## config.mk

```make
export PLATFORM = sky130hd
export DESIGN_NAME = multi_key_debounce_long_press_top
export DESIGN_NICKNAME = d
export VERILOG_FILES = /design/src/hdl/mkd_pkg.sv /design/src/hdl/mkd_core.sv /design/src/hdl/mkd_evq.sv /design/src/hdl/multi_key_debounce_long_press_top.sv
export VERILOG_INCLUDE_DIRS = /design/src /design/src/hdl
export SDC_FILE = /design/constraint.sdc
export NUM_CORES = 1
export LEC_CHECK = 0
export ABC_AREA = 1
export BUFFER_PORTS_ARGS = -buffer_cell sky130_fd_sc_hd__buf_2
export CAP_MARGIN = 5
export CORE_MARGIN = 2
export CORE_UTILIZATION = 35
export CTS_CLUSTER_DIAMETER = 50
export DETAILED_ROUTE_END_ITERATION = 16
export HOLD_SLACK_MARGIN = 0.15
export SETUP_SLACK_MARGIN = 0.05
export SYNTH_ARGS = -nofsm -noshare
export SYNTH_HDL_FRONTEND = slang
export SYNTH_SLANG_ARGS = --single-unit
```

## constraint.sdc

```tcl
create_clock -name clk -period 5.5 [get_ports clk]
set_clock_uncertainty 0.05 [all_clocks]
set_input_delay 1.1 -clock clk [delete_from_list [all_inputs] [get_ports clk]]
set_output_delay 1.1 -clock clk [all_outputs]
set_load 0.05 [all_outputs]
```

## src/hdl/multi_key_debounce_long_press_top_defines.svh

```systemverilog
// Assertion macros for the multi-key debounce block.
// Included by the top level only; no other dependencies.
`ifndef MULTI_KEY_DEBOUNCE_LONG_PRESS_TOP_DEFINES_SVH
`define MULTI_KEY_DEBOUNCE_LONG_PRESS_TOP_DEFINES_SVH

// Same-cycle implication, disabled while in reset.
`define MKD_ASSERT_NOW(label, clk, rst_n, ante, cons, msg) \
  label: assert property (@(posedge clk) disable iff (!rst_n) (ante) |-> (cons)) \
    else $error(msg);

// Next-cycle implication, disabled while in reset.
`define MKD_ASSERT_NEXT(label, clk, rst_n, ante, cons, msg) \
  label: assert property (@(posedge clk) disable iff (!rst_n) (ante) |=> (cons)) \
    else $error(msg);

`endif

```

## src/hdl/mkd_pkg.sv

```systemverilog
// Shared types and constants for the multi-key debounce block.
// No dependencies; used by all RTL files of the block.
package mkd_pkg;

  localparam int KEY_W      = 3;
  localparam int NUM_IDX    = 2 ** KEY_W;
  localparam int NUM_KEYS_D = 8;
  localparam int FT_W       = 7;
  localparam int FC_W       = 8;
  localparam int LT_W       = 16;
  localparam int MASK_W     = 8;
  localparam int KIND_W     = 2;
  localparam int ST_W       = 2;
  localparam int EVQ_DEPTH  = 4;
  localparam int EVQ_PTR_W  = 2;
  localparam int EVQ_CNT_W  = 3;

  localparam logic [FT_W-1:0] RESET_FILTER_TIME = 7'd5;
  localparam logic [LT_W-1:0] RESET_LONG_TIME   = 16'd100;
  localparam logic [FC_W-1:0] RESET_FILTER_CNT  = 8'(RESET_FILTER_TIME / 2);

  // register indexes
  localparam logic [1:0] REG_FILTER_TIME = 2'd0;
  localparam logic [1:0] REG_LONG_TIME   = 2'd1;
  localparam logic [1:0] REG_ACTIVE_MASK = 2'd2;

  // key state codes
  localparam logic [ST_W-1:0] ST_NOTHING = 2'd0;
  localparam logic [ST_W-1:0] ST_DOWN    = 2'd1;
  localparam logic [ST_W-1:0] ST_LONG    = 2'd2;

  // event kinds
  localparam logic [KIND_W-1:0] EV_DOWN = 2'd0;
  localparam logic [KIND_W-1:0] EV_LONG = 2'd1;
  localparam logic [KIND_W-1:0] EV_UP   = 2'd2;

  typedef struct packed {
    logic [FT_W-1:0]   filter_time;
    logic [LT_W-1:0]   long_time;
    logic [MASK_W-1:0] active_mask;
  } cfg_t;

  typedef struct packed {
    logic [KEY_W-1:0]  key_id;
    logic [KIND_W-1:0] kind;
    logic              last;
  } event_t;

  typedef struct packed {
    logic [1:0] num;   // 0, 1 or 2 events
    event_t     ev0;
    event_t     ev1;
  } ev_push_t;

endpackage

```

## src/hdl/mkd_core.sv

```systemverilog
// Per-key debounce filter, hold counter and pressed state; one
// read-modify-write per tick. Depends on mkd_pkg.
module mkd_core #(
  parameter int NUM_KEYS = mkd_pkg::NUM_KEYS_D
) (
  input  logic                     clk,
  input  logic                     rst_n,
  input  mkd_pkg::cfg_t            cfg,
  input  logic                     tick_fire,
  input  logic [mkd_pkg::KEY_W-1:0] tick_key,
  input  logic                     tick_pin,
  output mkd_pkg::ev_push_t        push
);

  localparam int DEPTH = (NUM_KEYS < mkd_pkg::NUM_IDX) ? NUM_KEYS : mkd_pkg::NUM_IDX;
  localparam int IDX_W = (DEPTH > 1) ? $clog2(DEPTH) : 1;

  logic [mkd_pkg::FC_W-1:0] fc_r [DEPTH];
  logic [mkd_pkg::LT_W-1:0] hc_r [DEPTH];
  logic [mkd_pkg::ST_W-1:0] st_r [DEPTH];

  logic [IDX_W-1:0]          idx;
  logic                      in_range;
  logic                      active;
  logic [mkd_pkg::FC_W-1:0]  fc, fc_nxt, ft, ft2;
  logic [mkd_pkg::LT_W-1:0]  hc, hc_nxt, hc_inc;
  logic [mkd_pkg::ST_W-1:0]  st, st_nxt;
  logic                      ev_dn, ev_lg, ev_up;

  assign idx      = tick_key[IDX_W-1:0];
  assign in_range = 32'(tick_key) < 32'(NUM_KEYS);
  assign active   = tick_pin == cfg.active_mask[tick_key];
  assign ft       = {1'b0, cfg.filter_time};
  assign ft2      = {cfg.filter_time, 1'b0};
  assign fc       = fc_r[idx];
  assign hc       = hc_r[idx];
  assign st       = st_r[idx];
  assign hc_inc   = hc + 16'd1;

  always_comb begin
    fc_nxt = fc;
    hc_nxt = hc;
    st_nxt = st;
    ev_dn  = 1'b0;
    ev_lg  = 1'b0;
    ev_up  = 1'b0;
    if (active) begin
      if (fc < ft) begin
        fc_nxt = ft;
      end else if (fc < ft2) begin
        fc_nxt = fc + 8'd1;
      end else begin
        // press established
        if (st == mkd_pkg::ST_NOTHING) begin
          st_nxt = mkd_pkg::ST_DOWN;
          ev_dn  = 1'b1;
        end
        if (cfg.long_time != '0 && hc < cfg.long_time) begin
          hc_nxt = hc_inc;
          if (hc_inc == cfg.long_time) begin
            st_nxt = mkd_pkg::ST_LONG;
            ev_lg  = 1'b1;
          end
        end
      end
    end else begin
      if (fc > ft) begin
        fc_nxt = ft;
      end else if (fc != '0) begin
        fc_nxt = fc - 8'd1;
      end else if (st != mkd_pkg::ST_NOTHING) begin
        st_nxt = mkd_pkg::ST_NOTHING;
        ev_up  = 1'b1;
      end
      hc_nxt = '0;
    end
  end

  always_comb begin
    push         = '0;
    push.ev0.key_id = tick_key;
    push.ev1.key_id = tick_key;
    push.ev1.kind   = mkd_pkg::EV_LONG;
    push.ev1.last   = 1'b1;
    push.ev0.last   = 1'b1;
    if (tick_fire && in_range) begin
      if (ev_dn && ev_lg) begin
        push.num      = 2'd2;
        push.ev0.kind = mkd_pkg::EV_DOWN;
        push.ev0.last = 1'b0;
      end else if (ev_dn) begin
        push.num      = 2'd1;
        push.ev0.kind = mkd_pkg::EV_DOWN;
      end else if (ev_lg) begin
        push.num      = 2'd1;
        push.ev0.kind = mkd_pkg::EV_LONG;
      end else if (ev_up) begin
        push.num      = 2'd1;
        push.ev0.kind = mkd_pkg::EV_UP;
      end
    end
  end

  always_ff @(posedge clk) begin
    if (!rst_n) begin
      for (int k = 0; k < DEPTH; k++) begin
        fc_r[k] <= mkd_pkg::RESET_FILTER_CNT;
        hc_r[k] <= mkd_pkg::RESET_LONG_TIME;
        st_r[k] <= mkd_pkg::ST_NOTHING;
      end
    end else if (tick_fire && in_range) begin
      fc_r[idx] <= fc_nxt;
      hc_r[idx] <= hc_nxt;
      st_r[idx] <= st_nxt;
    end
  end

endmodule

```

## src/hdl/mkd_evq.sv

```systemverilog
// Small event queue between the key logic and the result channel;
// takes up to two events per cycle, gives one. Depends on mkd_pkg.
module mkd_evq (
  input  logic                          clk,
  input  logic                          rst_n,
  input  mkd_pkg::ev_push_t             push,
  input  logic                          pop,
  output logic                          room,
  output logic                          not_empty,
  output mkd_pkg::event_t               head,
  output logic [mkd_pkg::EVQ_CNT_W-1:0] count
);

  mkd_pkg::event_t mem_r [mkd_pkg::EVQ_DEPTH];

  logic [mkd_pkg::EVQ_PTR_W-1:0] wr_r, wr_nxt, rd_r, rd_nxt, wr_p1;
  logic [mkd_pkg::EVQ_CNT_W-1:0] cnt_r, cnt_nxt;

  assign wr_p1     = wr_r + 2'd1;
  assign not_empty = cnt_r != '0;
  assign head      = mem_r[rd_r];
  assign count     = cnt_r;
  // room for a worst-case tick of two events
  assign room      = cnt_r <= 3'(mkd_pkg::EVQ_DEPTH - 2);

  always_comb begin
    wr_nxt  = wr_r + push.num;
    rd_nxt  = rd_r + {1'b0, pop};
    cnt_nxt = cnt_r + {1'b0, push.num} - {2'b0, pop};
  end

  always_ff @(posedge clk) begin
    if (push.num != 2'd0) begin
      mem_r[wr_r] <= push.ev0;
    end
    if (push.num == 2'd2) begin
      mem_r[wr_p1] <= push.ev1;
    end
  end

  always_ff @(posedge clk) begin
    if (!rst_n) begin
      wr_r  <= '0;
      rd_r  <= '0;
      cnt_r <= '0;
    end else begin
      wr_r  <= wr_nxt;
      rd_r  <= rd_nxt;
      cnt_r <= cnt_nxt;
    end
  end

endmodule

```

## src/hdl/multi_key_debounce_long_press_top.sv

```systemverilog
// Top level of the multi-key debounce and long-press block: config
// registers, input register, key logic and event queue. Depends on mkd_pkg,
// mkd_core, mkd_evq and the assertion macro header.
//
//  channel | direction | contents
//  in_     | slave     | tdata: key_index[2:0], pin_level[3]
//  out_    | master    | tdata: key_id[2:0]; tuser: event_kind[1:0]; tlast: last
//  cfg_    | APB slave | 0x0 filter_time, 0x4 long_time, 0x8 active_level_mask
//
// A tick is registered on acceptance and processed once the queue has room:
// one read-modify-write of that key's counters, up to two events into a
// four-entry queue. One tick per cycle while the queue has room for two
// events; results leave at one per cycle while out_tready is high. Reset is
// synchronous, all counters preset, no clearing pass. out_tready low backs
// up through the queue to in_tready.
`include "multi_key_debounce_long_press_top_defines.svh"

module multi_key_debounce_long_press_top #(
  parameter int NUM_KEYS = mkd_pkg::NUM_KEYS_D
) (
  input  logic        clk,
  input  logic        rst_n,
  input  logic        in_tvalid,
  output logic        in_tready,
  input  logic [7:0]  in_tdata,   // key_index[2:0], pin_level[3], zero pad
  output logic        out_tvalid,
  input  logic        out_tready,
  output logic [7:0]  out_tdata,  // key_id[2:0], zero pad
  output logic [1:0]  out_tuser,  // event_kind[1:0]
  output logic        out_tlast,
  input  logic        cfg_psel,
  input  logic        cfg_penable,
  input  logic        cfg_pwrite,
  input  logic [3:0]  cfg_paddr,
  input  logic [31:0] cfg_pwdata,
  output logic [31:0] cfg_prdata,
  output logic        cfg_pready
);

  mkd_pkg::cfg_t cfg_r;

  logic                       t_valid_r;
  logic [mkd_pkg::KEY_W-1:0]  t_key_r;
  logic                       t_pin_r;
  logic                       t_fire;
  logic                       cfg_wr;
  logic [1:0]                 cfg_idx;

  mkd_pkg::ev_push_t             push;
  mkd_pkg::event_t               head;
  logic                          room, not_empty, pop;
  logic [mkd_pkg::EVQ_CNT_W-1:0] q_count;

  // configuration port
  assign cfg_pready = 1'b1;
  assign cfg_idx    = cfg_paddr[3:2];
  assign cfg_wr     = cfg_psel && cfg_penable && cfg_pwrite && cfg_pready;

  always_comb begin
    case (cfg_idx)
      mkd_pkg::REG_FILTER_TIME: cfg_prdata = 32'(cfg_r.filter_time);
      mkd_pkg::REG_LONG_TIME:   cfg_prdata = 32'(cfg_r.long_time);
      mkd_pkg::REG_ACTIVE_MASK: cfg_prdata = 32'(cfg_r.active_mask);
      default:                  cfg_prdata = '0;
    endcase
  end

  always_ff @(posedge clk) begin
    if (!rst_n) begin
      cfg_r.filter_time <= mkd_pkg::RESET_FILTER_TIME;
      cfg_r.long_time   <= mkd_pkg::RESET_LONG_TIME;
      cfg_r.active_mask <= '0;
    end else if (cfg_wr) begin
      case (cfg_idx)
        mkd_pkg::REG_FILTER_TIME: cfg_r.filter_time <= cfg_pwdata[mkd_pkg::FT_W-1:0];
        mkd_pkg::REG_LONG_TIME:   cfg_r.long_time   <= cfg_pwdata[mkd_pkg::LT_W-1:0];
        mkd_pkg::REG_ACTIVE_MASK: cfg_r.active_mask <= cfg_pwdata[mkd_pkg::MASK_W-1:0];
        default: ;
      endcase
    end
  end

  // input register
  assign t_fire    = t_valid_r && room;
  assign in_tready = !t_valid_r || room;

  always_ff @(posedge clk) begin
    if (!rst_n) begin
      t_valid_r <= 1'b0;
    end else if (in_tready) begin
      t_valid_r <= in_tvalid;
    end
  end

  always_ff @(posedge clk) begin
    if (in_tready && in_tvalid) begin
      t_key_r <= in_tdata[mkd_pkg::KEY_W-1:0];
      t_pin_r <= in_tdata[mkd_pkg::KEY_W];
    end
  end

  mkd_core #(
    .NUM_KEYS (NUM_KEYS)
  ) u_core (
    .clk       (clk),
    .rst_n     (rst_n),
    .cfg       (cfg_r),
    .tick_fire (t_fire),
    .tick_key  (t_key_r),
    .tick_pin  (t_pin_r),
    .push      (push)
  );

  assign pop = not_empty && out_tready;

  mkd_evq u_evq (
    .clk       (clk),
    .rst_n     (rst_n),
    .push      (push),
    .pop       (pop),
    .room      (room),
    .not_empty (not_empty),
    .head      (head),
    .count     (q_count)
  );

  assign out_tvalid = not_empty;
  assign out_tdata  = {5'b00000, head.key_id};
  assign out_tuser  = head.kind;
  assign out_tlast  = head.last;

  // checks
  `MKD_ASSERT_NOW(a_kind_legal, clk, rst_n, out_tvalid, out_tuser <= mkd_pkg::EV_UP,
                  "illegal event kind on output")
  `MKD_ASSERT_NOW(a_pair_order, clk, rst_n, push.num == 2'd2,
                  push.ev0.kind == mkd_pkg::EV_DOWN && push.ev1.kind == mkd_pkg::EV_LONG,
                  "two events per tick must be down then long")
  `MKD_ASSERT_NEXT(a_tick_held, clk, rst_n, in_tvalid && in_tready, t_valid_r,
                   "accepted tick not registered")
  `MKD_ASSERT_NOW(a_no_overflow, clk, rst_n, push.num != 2'd0,
                  q_count <= 3'(mkd_pkg::EVQ_DEPTH - 2),
                  "event queue pushed without room")

endmodule
```

== Word level (Yosys, flattened, before mapping) ==
Memories as Yosys holds them, arrays and structs flattened. A register that Yosys moved wholly into a read port is not among the register bits.
Index checks and enable logic that the tools add are counted.
W data, S select, Z words.

* Memories kept: 4
* RAM bits: 232
* Output and inout port bits: 46
* Bits in registers: 43

{| class="wikitable"
|+ Memories
! memory !! words !! bits a word !! read ports !! clocked after Yosys merged registers in !! wr ports !! RTL line !! text
|-
| u_core.hc_r || 8 || 16 || 1 || 1 || 8 || mkd_core.sv:19 || <nowiki>logic [mkd_pkg::LT_W-1:0] hc_r [DEPTH];</nowiki>
|-
| u_core.fc_r || 8 || 8 || 1 || 1 || 8 || mkd_core.sv:18 || <nowiki>logic [mkd_pkg::FC_W-1:0] fc_r [DEPTH];</nowiki>
|-
| u_evq.mem_r || 4 || 6 || 1 || 1 || 2 || mkd_evq.sv:14 || <nowiki>mkd_pkg::event_t mem_r [mkd_pkg::EVQ_DEPTH];</nowiki>
|-
| u_core.st_r || 8 || 2 || 1 || 1 || 8 || mkd_core.sv:20 || <nowiki>logic [mkd_pkg::ST_W-1:0] st_r [DEPTH];</nowiki>
|}

* Mux-type cells: 66
* Reduce and logical (&&, ||, !) cells: 22
* Magnitude comparators: 6
* Add/subtract/negate cells: 8
* Eq/ne operators: 5

{| class="wikitable"
|+ Operators by type and width
! operator !! number
|-
| $mux W16 || 5
|-
| $mux W8 || 6
|-
| $pmux W16 S3 || 1
|-
| $mux W2 || 19
|-
| $mux W1 || 27
|-
| $mux W3 || 7
|-
| $add A16 B1 Y16 const B || 1
|-
| $eq A16 B16 Y1 || 1
|-
| $lt A16 B16 Y1 || 1
|-
| $reduce_bool A16 Y1 || 1
|-
| $reduce_or A16 Y1 || 1
|-
| $add A8 B1 Y8 const B || 1
|-
| $gt A8 B7 Y1 || 1
|-
| $lt A8 B7 Y1 || 1
|-
| $lt A8 B8 Y1 || 1
|-
| $reduce_bool A8 Y1 || 1
|-
| $reduce_or A8 Y1 || 1
|-
| $sub A8 B1 Y8 const B || 1
|-
| $logic_and A1 B1 Y1 || 7
|-
| $reduce_and A2 Y1 || 3
|-
| $eq A2 B2 Y1 const B || 2
|-
| $logic_not A2 Y1 || 2
|-
| $lt A3 B4 Y1 const B || 1
|-
| $reduce_bool A2 Y1 || 2
|-
| 13 further kinds || 13
|}

== Logic depth before layout (Yosys ltp) ==
Gate-level depths: netlist (run 1).

* Depth in word-level cells: 14
* Gate-level depth with buffers: 31

== Cells and area by module ==
A second synthesis (run 1) with hierarchy kept.

* Cells, all modules: 1900
* Area total of the unflattened synthesis: 15478.6 sq um

{| class="wikitable"
|+ Modules (own cells, without submodules)
! module !! area each (sq um) !! instances !! cells each
|-
| mkd_core || 11876.4 || 1 || 1432
|-
| multi_key_debounce_long_press_top || 1845.5 || 1 || 278
|-
| mkd_evq || 1756.7 || 1 || 190
|}

== Worst setup path after synthesis (run 1) ==
OpenSTA, ideal clock, no wires.

* Path type: register -> register
* Start: register with a tool-made name
* End: register u_evq.cnt_r (netlist bit u_evq.count[2])
* Library setup time: 0.117 ns
* Arrival time: 3.721 ns
* Cell stages (with the launch flop): 29
* Buffers on the path: 4
* Path slack: 1.612 ns
* Cells stage by stage: dfxtp_1 buf_6 buf_4 buf_4 buf_4 nor2_1 o22ai_1 inv_1 o21ai_2 ha_1 a21oi_1 nand2_1 a41oi_1 nand2_1 o21ai_2 nand4_2 nor2_4 nand2_1 nand2_1 inv_1 nand2_1 nand2_4 inv_1 ha_1 inv_1 fa_1 xor2_1 inv_1 nor2_1

{| class="wikitable"
|+ RTL lines
! item !! RTL line !! text
|-
| to (signal assigned) || mkd_evq.sv:49 || <nowiki>cnt_r <= cnt_nxt;</nowiki>
|-
| to (decl) || mkd_evq.sv:17 || <nowiki>logic [mkd_pkg::EVQ_CNT_W-1:0] cnt_r, cnt_nxt;</nowiki>
|}

==> results.py, run 1 <==
metrics = {
    "logic_synthesis": {
        "ys_warn_count": 0,
        "avgSynthCellArea_um2": 8.173,
        "ys_top_cells_by_area": "edfxtp_1 43%, nand2_1 11%, nor2_1 7.8%",
        "async_reset_ff_share_pct": 0,
        "synth_flop_cell": "edfxtp_1",
        "netlist_instances": 1894,
        "synth_top_area_cell": "edfxtp_1",
        "syn_area_mm2": 0.01548,
        "ys_seq_area_share_pct": 50.44,
        "netlist-cell-type-count": 54,
        "synth_top_area_share_pct": 43.45,
        "synth-edff-count": 224,
        "synth.ff_latch_count": 278,
    },
    "clock_network": {
        "htreeDepth": 1,
        "cts_root_buf": "clkbuf_16",
        "numCtsBuffers": 31,
        "cts.clk_slew.worst_paths_ps": 60,
        "worstSkewPairLatency_ps": 590,
        "cts_resized": 0,
        "cts_buffer_depth": 3,
        "holdBufCountCts": 0,
        "cts_setup_buffers": 0,
        "cts_sinks": 278,
        "cts_tree": "yes",
    },
    "timing": {
        "rsz0062_at_grt": "false",
        "fin_setup_tns_ps": 0,
        "setup_viol": 0,
        "slew_headroom_pct": 47.04,
        "slew_violations": 0,
        "max_freq_mhz": 212.2,
        "finalCriticalPeriod_ps": 4713,
        "hold_viol": 0,
        "worst_pin_slew_ps": 791.5,
        "period_share_pct": 85.69,
    },
    "layout": {
        "final_util_pct": 39.25,
        "syn_to_final_growth_pct": 11.38,
        "nFillCells": 4498,
        "drive_gt1_share_pct": 9.878,
        "antenna_cells": 0,
        "final_common_cell": "nand2_1",
        "ff_latch_area_mm2": 0.007812,
        "multiInputGateArea_mm2": 0.006286,
        "mostFrequentLayoutCells": "442 x nand2_1, 323 x nor2_1, 224 x edfxtp_1",
        "num-nets-final": 2028,
        "layout.cells.non_filler": 2556,
    },
    "floorplanning": {
        "start_util_pct": 35.24,
        "die_h_um": 214.3,
        "fp.dieW_um": 214.3,
        "ios": 97,
        "fp-row-count": 77,
        "fp.coreArea_mm2": 0.04393,
        "die_area_mm2": 0.04593,
    },
    "critical_path": {
        "cp-end-kind": "flop",
        "worstSetupStartpointType": "flop",
        "path_class": "flop to flop",
        "r2r_slack_ps": 790,
        "required_ps": 5910,
        "crit_fanout": 52,
        "cp_data_arrival_time_ps": 5130,
    },
    "route": {
        "ant_nets": 0,
        "drc": 0,
        "via_per_inst": 5.094,
        "drt-initial-drc-count": 1215,
        "wire_per_inst_um": 17.76,
        "dr.pass1.iters": 6,
        "routed_wl_um": 45400,
        "dr_total_vias": 13020,
    },
    "placed_design": {
        "dp_hpwl_um": 30570,
        "port_buffers": 52,
        "gp_congestion": 0.9071,
        "dp.cells": 2498,
    },
    "global_routing": {
        "grt_max_degree": 63,
        "grt-ovfl-total": 0,
        "grt_pass1_wl_um": 69980,
        "antenna_found_initial": 0,
        "grt_usage_pct": 19.38,
        "grt_pass1_vias": 12350,
    },
    "hold_path": {
        "min_path_type": "flop to flop",
    },
    "power_and_ir_drop": {
        "peakVddDrop_mv": 0.2679,
        "power.density_mw_per_mm2": 363.6,
        "p_leak_nw": 7.180,
    },
    "job": {
        "cap_viol_max_count": 0,
    },
    "outcome": {
        "status": "complete, no violations",
    },
}
[sequential cells by signal (all words and copies together) (netlist names), named ones only]
name / flops
cfg_r: 31
t_key_r: 3
t_pin_r: 1
t_valid_r: 1
u_core.fc_r: 64
u_core.hc_r: 128
u_core.st_r: 16
u_evq.count: 3
u_evq.mem_r: 24
u_evq.rd_r: 2
u_evq.wr_r: 2
[worst paths after layout]
kind | startpoint | endpoint | depth (start not counted)
setup / recovery | flop | u_evq.count[2]$_SDFF_PN0_ | 25
hold / removal | u_evq.mem_r[2][0]$_SDFFE_PP1N_ | u_evq.mem_r[2][0]$_SDFFE_PP1N_ | 2
setup reg to reg | flop | u_evq.count[2]$_SDFF_PN0_ | 25
hold reg to reg | u_evq.mem_r[2][0]$_SDFFE_PP1N_ | u_evq.mem_r[2][0]$_SDFFE_PP1N_ | 2
[routing by layer]
metal	wire length (um)	track usage (%)	vias up
li1	-	-	6279
met1	20820	27.20	6240
met2	20900	31.95	427
met3	2787	2.397	74
met4	881	4.583	0
met5	0	0	-
[metrics by stage]
step | total power, W | hold WS (ps) | worst slack, ps | cell area [um2]
6_report | 0.006270 | 413.7 | 787.3 | 17240
5_1_grt | 0.006588 | 428.7 | 359.3 | 17240
4_1_cts | 0.006284 | 409.3 | 806.9 | 17240
3_5_place_dp | 0.004286 | 397.3 | 824.0 | 16270
3_3_place_gp | 0.004257 | 386.3 | 838.6 | 16270
2_1_floorplan | 0.003764 | 373.6 | 1612 | 15550
[final cells by class]
class	instances	share of cell area [%]
timing repair buffer	90	3.237
inverter	232	5.065
tap	592	4.296
sequential	278	45.31
clock inverter	16	0.8345
multi-input combinational	1306	36.46
clock buffer	42	4.797
[report_power, final]
| part | switching, W | total, W | internal (W) |
|---|---|---|---|
| Combinational | 0.00136 | 0.00184 | 0.000480 |
| Clock | 0.000860 | 0.00201 | 0.00115 |
| Sequential | 0.0000568 | 0.00242 | 0.00236 |
| Total | 0.00228 | 0.00627 | 0.00399 |
[cells by family (layout without fill, tap and decap cells)]
kind of cell | Yosys count | after routing | synth area share, %
AND/OR/NAND/NOR | 969 | 969 | 26.10
buffers and inverters | 330 | 380 | 9.481
flip-flops | 278 | 278 | 50.44
AO/OA/AOI/OAI | 266 | 266 | 10.19
adder cells (fa/ha/maj) | 38 | 38 | 3.120
XOR/XNOR | 11 | 11 | 0.6224
other | 2 | 22 | 0.04851
[cells in the mapped netlist (2+ instances only)]
master,count
conb_1,2
a31oi_2,2
o22ai_1,28
nor2_4,3
xnor2_1,4
o21ai_1,17
nand4_1,6
nand3_2,3
o21ai_0,99
a22o_1,4
nand2_1,442
a31oi_1,5
buf_1,5
o31ai_1,3
a21oi_1,68
nor3_2,2
o211ai_1,15
nand2_2,13
o21ai_2,3
o221ai_1,11
nor2_2,14
ha_1,37
nor3_1,5
clkinv_1,4
a21oi_2,2
nor4_1,4
clkbuf_1,33
inv_1,220
dfxtp_1,54
inv_2,7
buf_6,11
edfxtp_1,224
buf_4,33
xor2_1,7
nand3_1,148
nor2_1,323
buf_2,16
[worst max-delay path, stage by stage, from the launching register on]
cell	delay, ps
dfxtp_4	380
buf_4	510
nor2_1	110
o22ai_1	140
inv_1	50
o21ai_1	530
ha_1	370
a21oi_1	160
o211ai_1	120
a41oi_1	160
nand2_1	160
o21ai_2	180
nand4_2	200
nor2_4	200
nand2_1	70
nand2_1	60
inv_1	40
nand2_1	90
nand2_4	80
inv_1	110
ha_1	150
inv_1	40
fa_1	370
xor2_1	170
inv_1	60
nor2_1	40
(Power assumes the default switching activity.)
==> inputs of run 2 (changes only) <==
--- a/config.mk
+++ b/config.mk
@@ -9,6 +9,7 @@
 export ABC_AREA = 1
 export BUFFER_PORTS_ARGS = -buffer_cell sky130_fd_sc_hd__buf_2
 export CAP_MARGIN = 5
+export CORE_ASPECT_RATIO = 1.2
 export CORE_MARGIN = 2
 export CORE_UTILIZATION = 35
 export CTS_CLUSTER_DIAMETER = 50
==> results.py, run 2 (same netlist as run 1, synthesis figures left out) <==
metrics = {
    "route": {
        "routed_wl_um": 44740,
        "dr_total_vias": 12830,
        "dr.pass1.iters": 5,
        "wire_per_inst_um": 17.78,
        "drc": 0,
        "drt-initial-drc-count": 952,
        "via_per_inst": 5.098,
        "ant_nets": 0,
    },
    "layout": {
        "syn_to_final_growth_pct": 10.48,
        "drive_gt1_share_pct": 9.458,
        "num-nets-final": 2023,
        "largest_register_ffs": 128,
        "final_common_cell": "nand2_1",
        "biggestRegsByFlops": "u_core.hc_r: 128 flops, u_core.fc_r: 64 flops, cfg_r: 31 flops",
        "final_util_pct": 39.11,
        "regMostFlops": "u_core.hc_r",
        "mostFrequentLayoutCells": "442 x nand2_1, 323 x nor2_1, 224 x edfxtp_1",
    },
    "clock_network": {
        "cts_tree": "yes",
        "holdBufCountCts": 0,
        "htreeDepth": 1,
        "cts_sinks": 278,
        "cts_root_buf": "clkbuf_16",
        "numCtsBuffers": 29,
        "cts_buffer_depth": 3,
        "cts_setup_buffers": 0,
        "cts_resized": 0,
        "worstSkewPairLatency_ps": 580,
        "cts.clk_slew.worst_paths_ps": 60,
    },
    "floorplanning": {
        "start_util_pct": 35.41,
        "die_area_mm2": 0.04593,
        "fp-row-count": 84,
        "fp.dieW_um": 196.0,
        "fp.coreArea_mm2": 0.04372,
        "die_h_um": 234.4,
        "ios": 97,
    },
    "hold_path": {
        "min_path_type": "flop to flop",
    },
    "timing": {
        "slew_headroom_pct": 39.07,
        "max_freq_mhz": 213.4,
        "hold_viol": 0,
        "finalCriticalPeriod_ps": 4687,
        "slew_violations": 0,
        "rsz0062_at_grt": "false",
        "setup_viol": 0,
        "fin_setup_tns_ps": 0,
        "period_share_pct": 85.21,
        "worst_pin_slew_ps": 909.9,
    },
    "critical_path": {
        "worstSetupStartpointType": "flop",
        "critPathSlowestCell": "o21ai_2",
        "crit_fanout": 104,
        "cp_num_buf_inv": 6,
        "cp-end-kind": "flop",
        "max_stage_delay_ps": 450,
        "path_class": "flop to flop",
        "required_ps": 5920,
        "crit_family": "compound AO/OA/AOI/OAI gates",
        "cp_data_arrival_time_ps": 5100,
    },
    "power_and_ir_drop": {
        "power.density_mw_per_mm2": 354.9,
        "p_leak_nw": 7.122,
        "peakVddDrop_mv": 0.3326,
    },
    "placed_design": {
        "port_buffers": 52,
        "dp_hpwl_um": 31220,
        "gp_congestion": 0.8977,
    },
    "job": {
        "cap_viol_max_count": 0,
    },
    "global_routing": {
        "antenna_found_initial": 1,
        "grt_pass1_wl_um": 69100,
        "grt_pass1_vias": 12270,
        "grt_usage_pct": 19.49,
        "grt_max_degree": 105,
        "grt-ovfl-total": 0,
    },
    "outcome": {
        "status": "complete, no violations",
    },
}
==> run 2: changes by cell type in the layout (fill, tap and decap cells not counted), sizes merged <==
cell / before / now
clkbuf: 42 / 37
clkinv: 13 / 17
inv: 232 / 229
buf: 90 / 87
diode: 0 / 1
clkinvlp: 1 / 2
bufinv: 2 / 0
==> run 2: where the power goes <==
group	leakage (nW)	switching, W	internal [W]
clock	0.410	0.000833	0.000976
combinational	4.09	0.00137	0.000479
sequential	2.62	0.0000484	0.00236
total	7.12	0.00225	0.00382
==> run 2: final cells by class <==
class	count	area (um2)
Fill cell	4465	26620
Inverter	232	873.3
Timing Repair Buffer	87	573.1
Multi-Input combinational cell	1306	6280
Sequential cell	278	7812
Tap cell	559	699.4
Clock buffer	37	755.7
Clock inverter	16	105.1
Antenna cell	1	2.502
==> run 2: worst paths after layout <==
kind | startpoint | to | slack [ps] | cells after the start
max reg2reg | flop | u_evq.count[2]$_SDFF_PN0_ | 810 | 25
min reg2reg | u_evq.mem_r[3][0]$_SDFFE_PP1N_ | u_evq.mem_r[3][0]$_SDFFE_PP1N_ | 420 | 2
min | u_evq.mem_r[3][0]$_SDFFE_PP1N_ | u_evq.mem_r[3][0]$_SDFFE_PP1N_ | 420 | 2
max | flop | u_evq.count[2]$_SDFF_PN0_ | 810 | 25
==> run 2: metal layers <==
| metal | GRT usage (%) | vias to the layer above | wire [um] |
|---|---|---|---|
| met5 | 0 | - | 0 |
| met4 | 7.363 | 0 | 1447 |
| met3 | 2.129 | 76 | 2383 |
| met2 | 35.73 | 405 | 22460 |
| met1 | 23.56 | 6066 | 18450 |
| li1 | - | 6280 | - |
==> run 2: worst register-to-register path, cell delays in order, from the launching register on <==
cell and delay, ps:
dfxtp_4 370, buf_12 340, o21ai_0 250, o22ai_1 200, inv_1 70, o21ai_2 450, ha_1 380, a21oi_1 150
nand2_1 60, a41oi_1 150, nand2_1 190, o21ai_2 200, nand4_2 200, nor2_4 210, nand2_1 70, nand2_1 60
inv_1 40, nand2_1 100, nand2_4 100, inv_1 120, ha_1 160, inv_1 40, fa_1 360, xor2_1 170
inv_1 60, nor2_1 30
==> run 2: stage by stage <==
step           hold slack [ps]  instances  instance area (um2)  power [W]  setup WS (ps)
3_5_place_dp             400.3       2462                16240   0.004295          870.7
4_1_cts                  416.3       2515                17100   0.006096          846.9
2_1_floorplan            373.6       1914                15550   0.003764           1612
3_3_place_gp             391.0       2462                16240   0.004270          864.7
5_1_grt                  445.2       2516                17100   0.006379          371.6
6_report                 415.3       2516                17100   0.006070          813.3
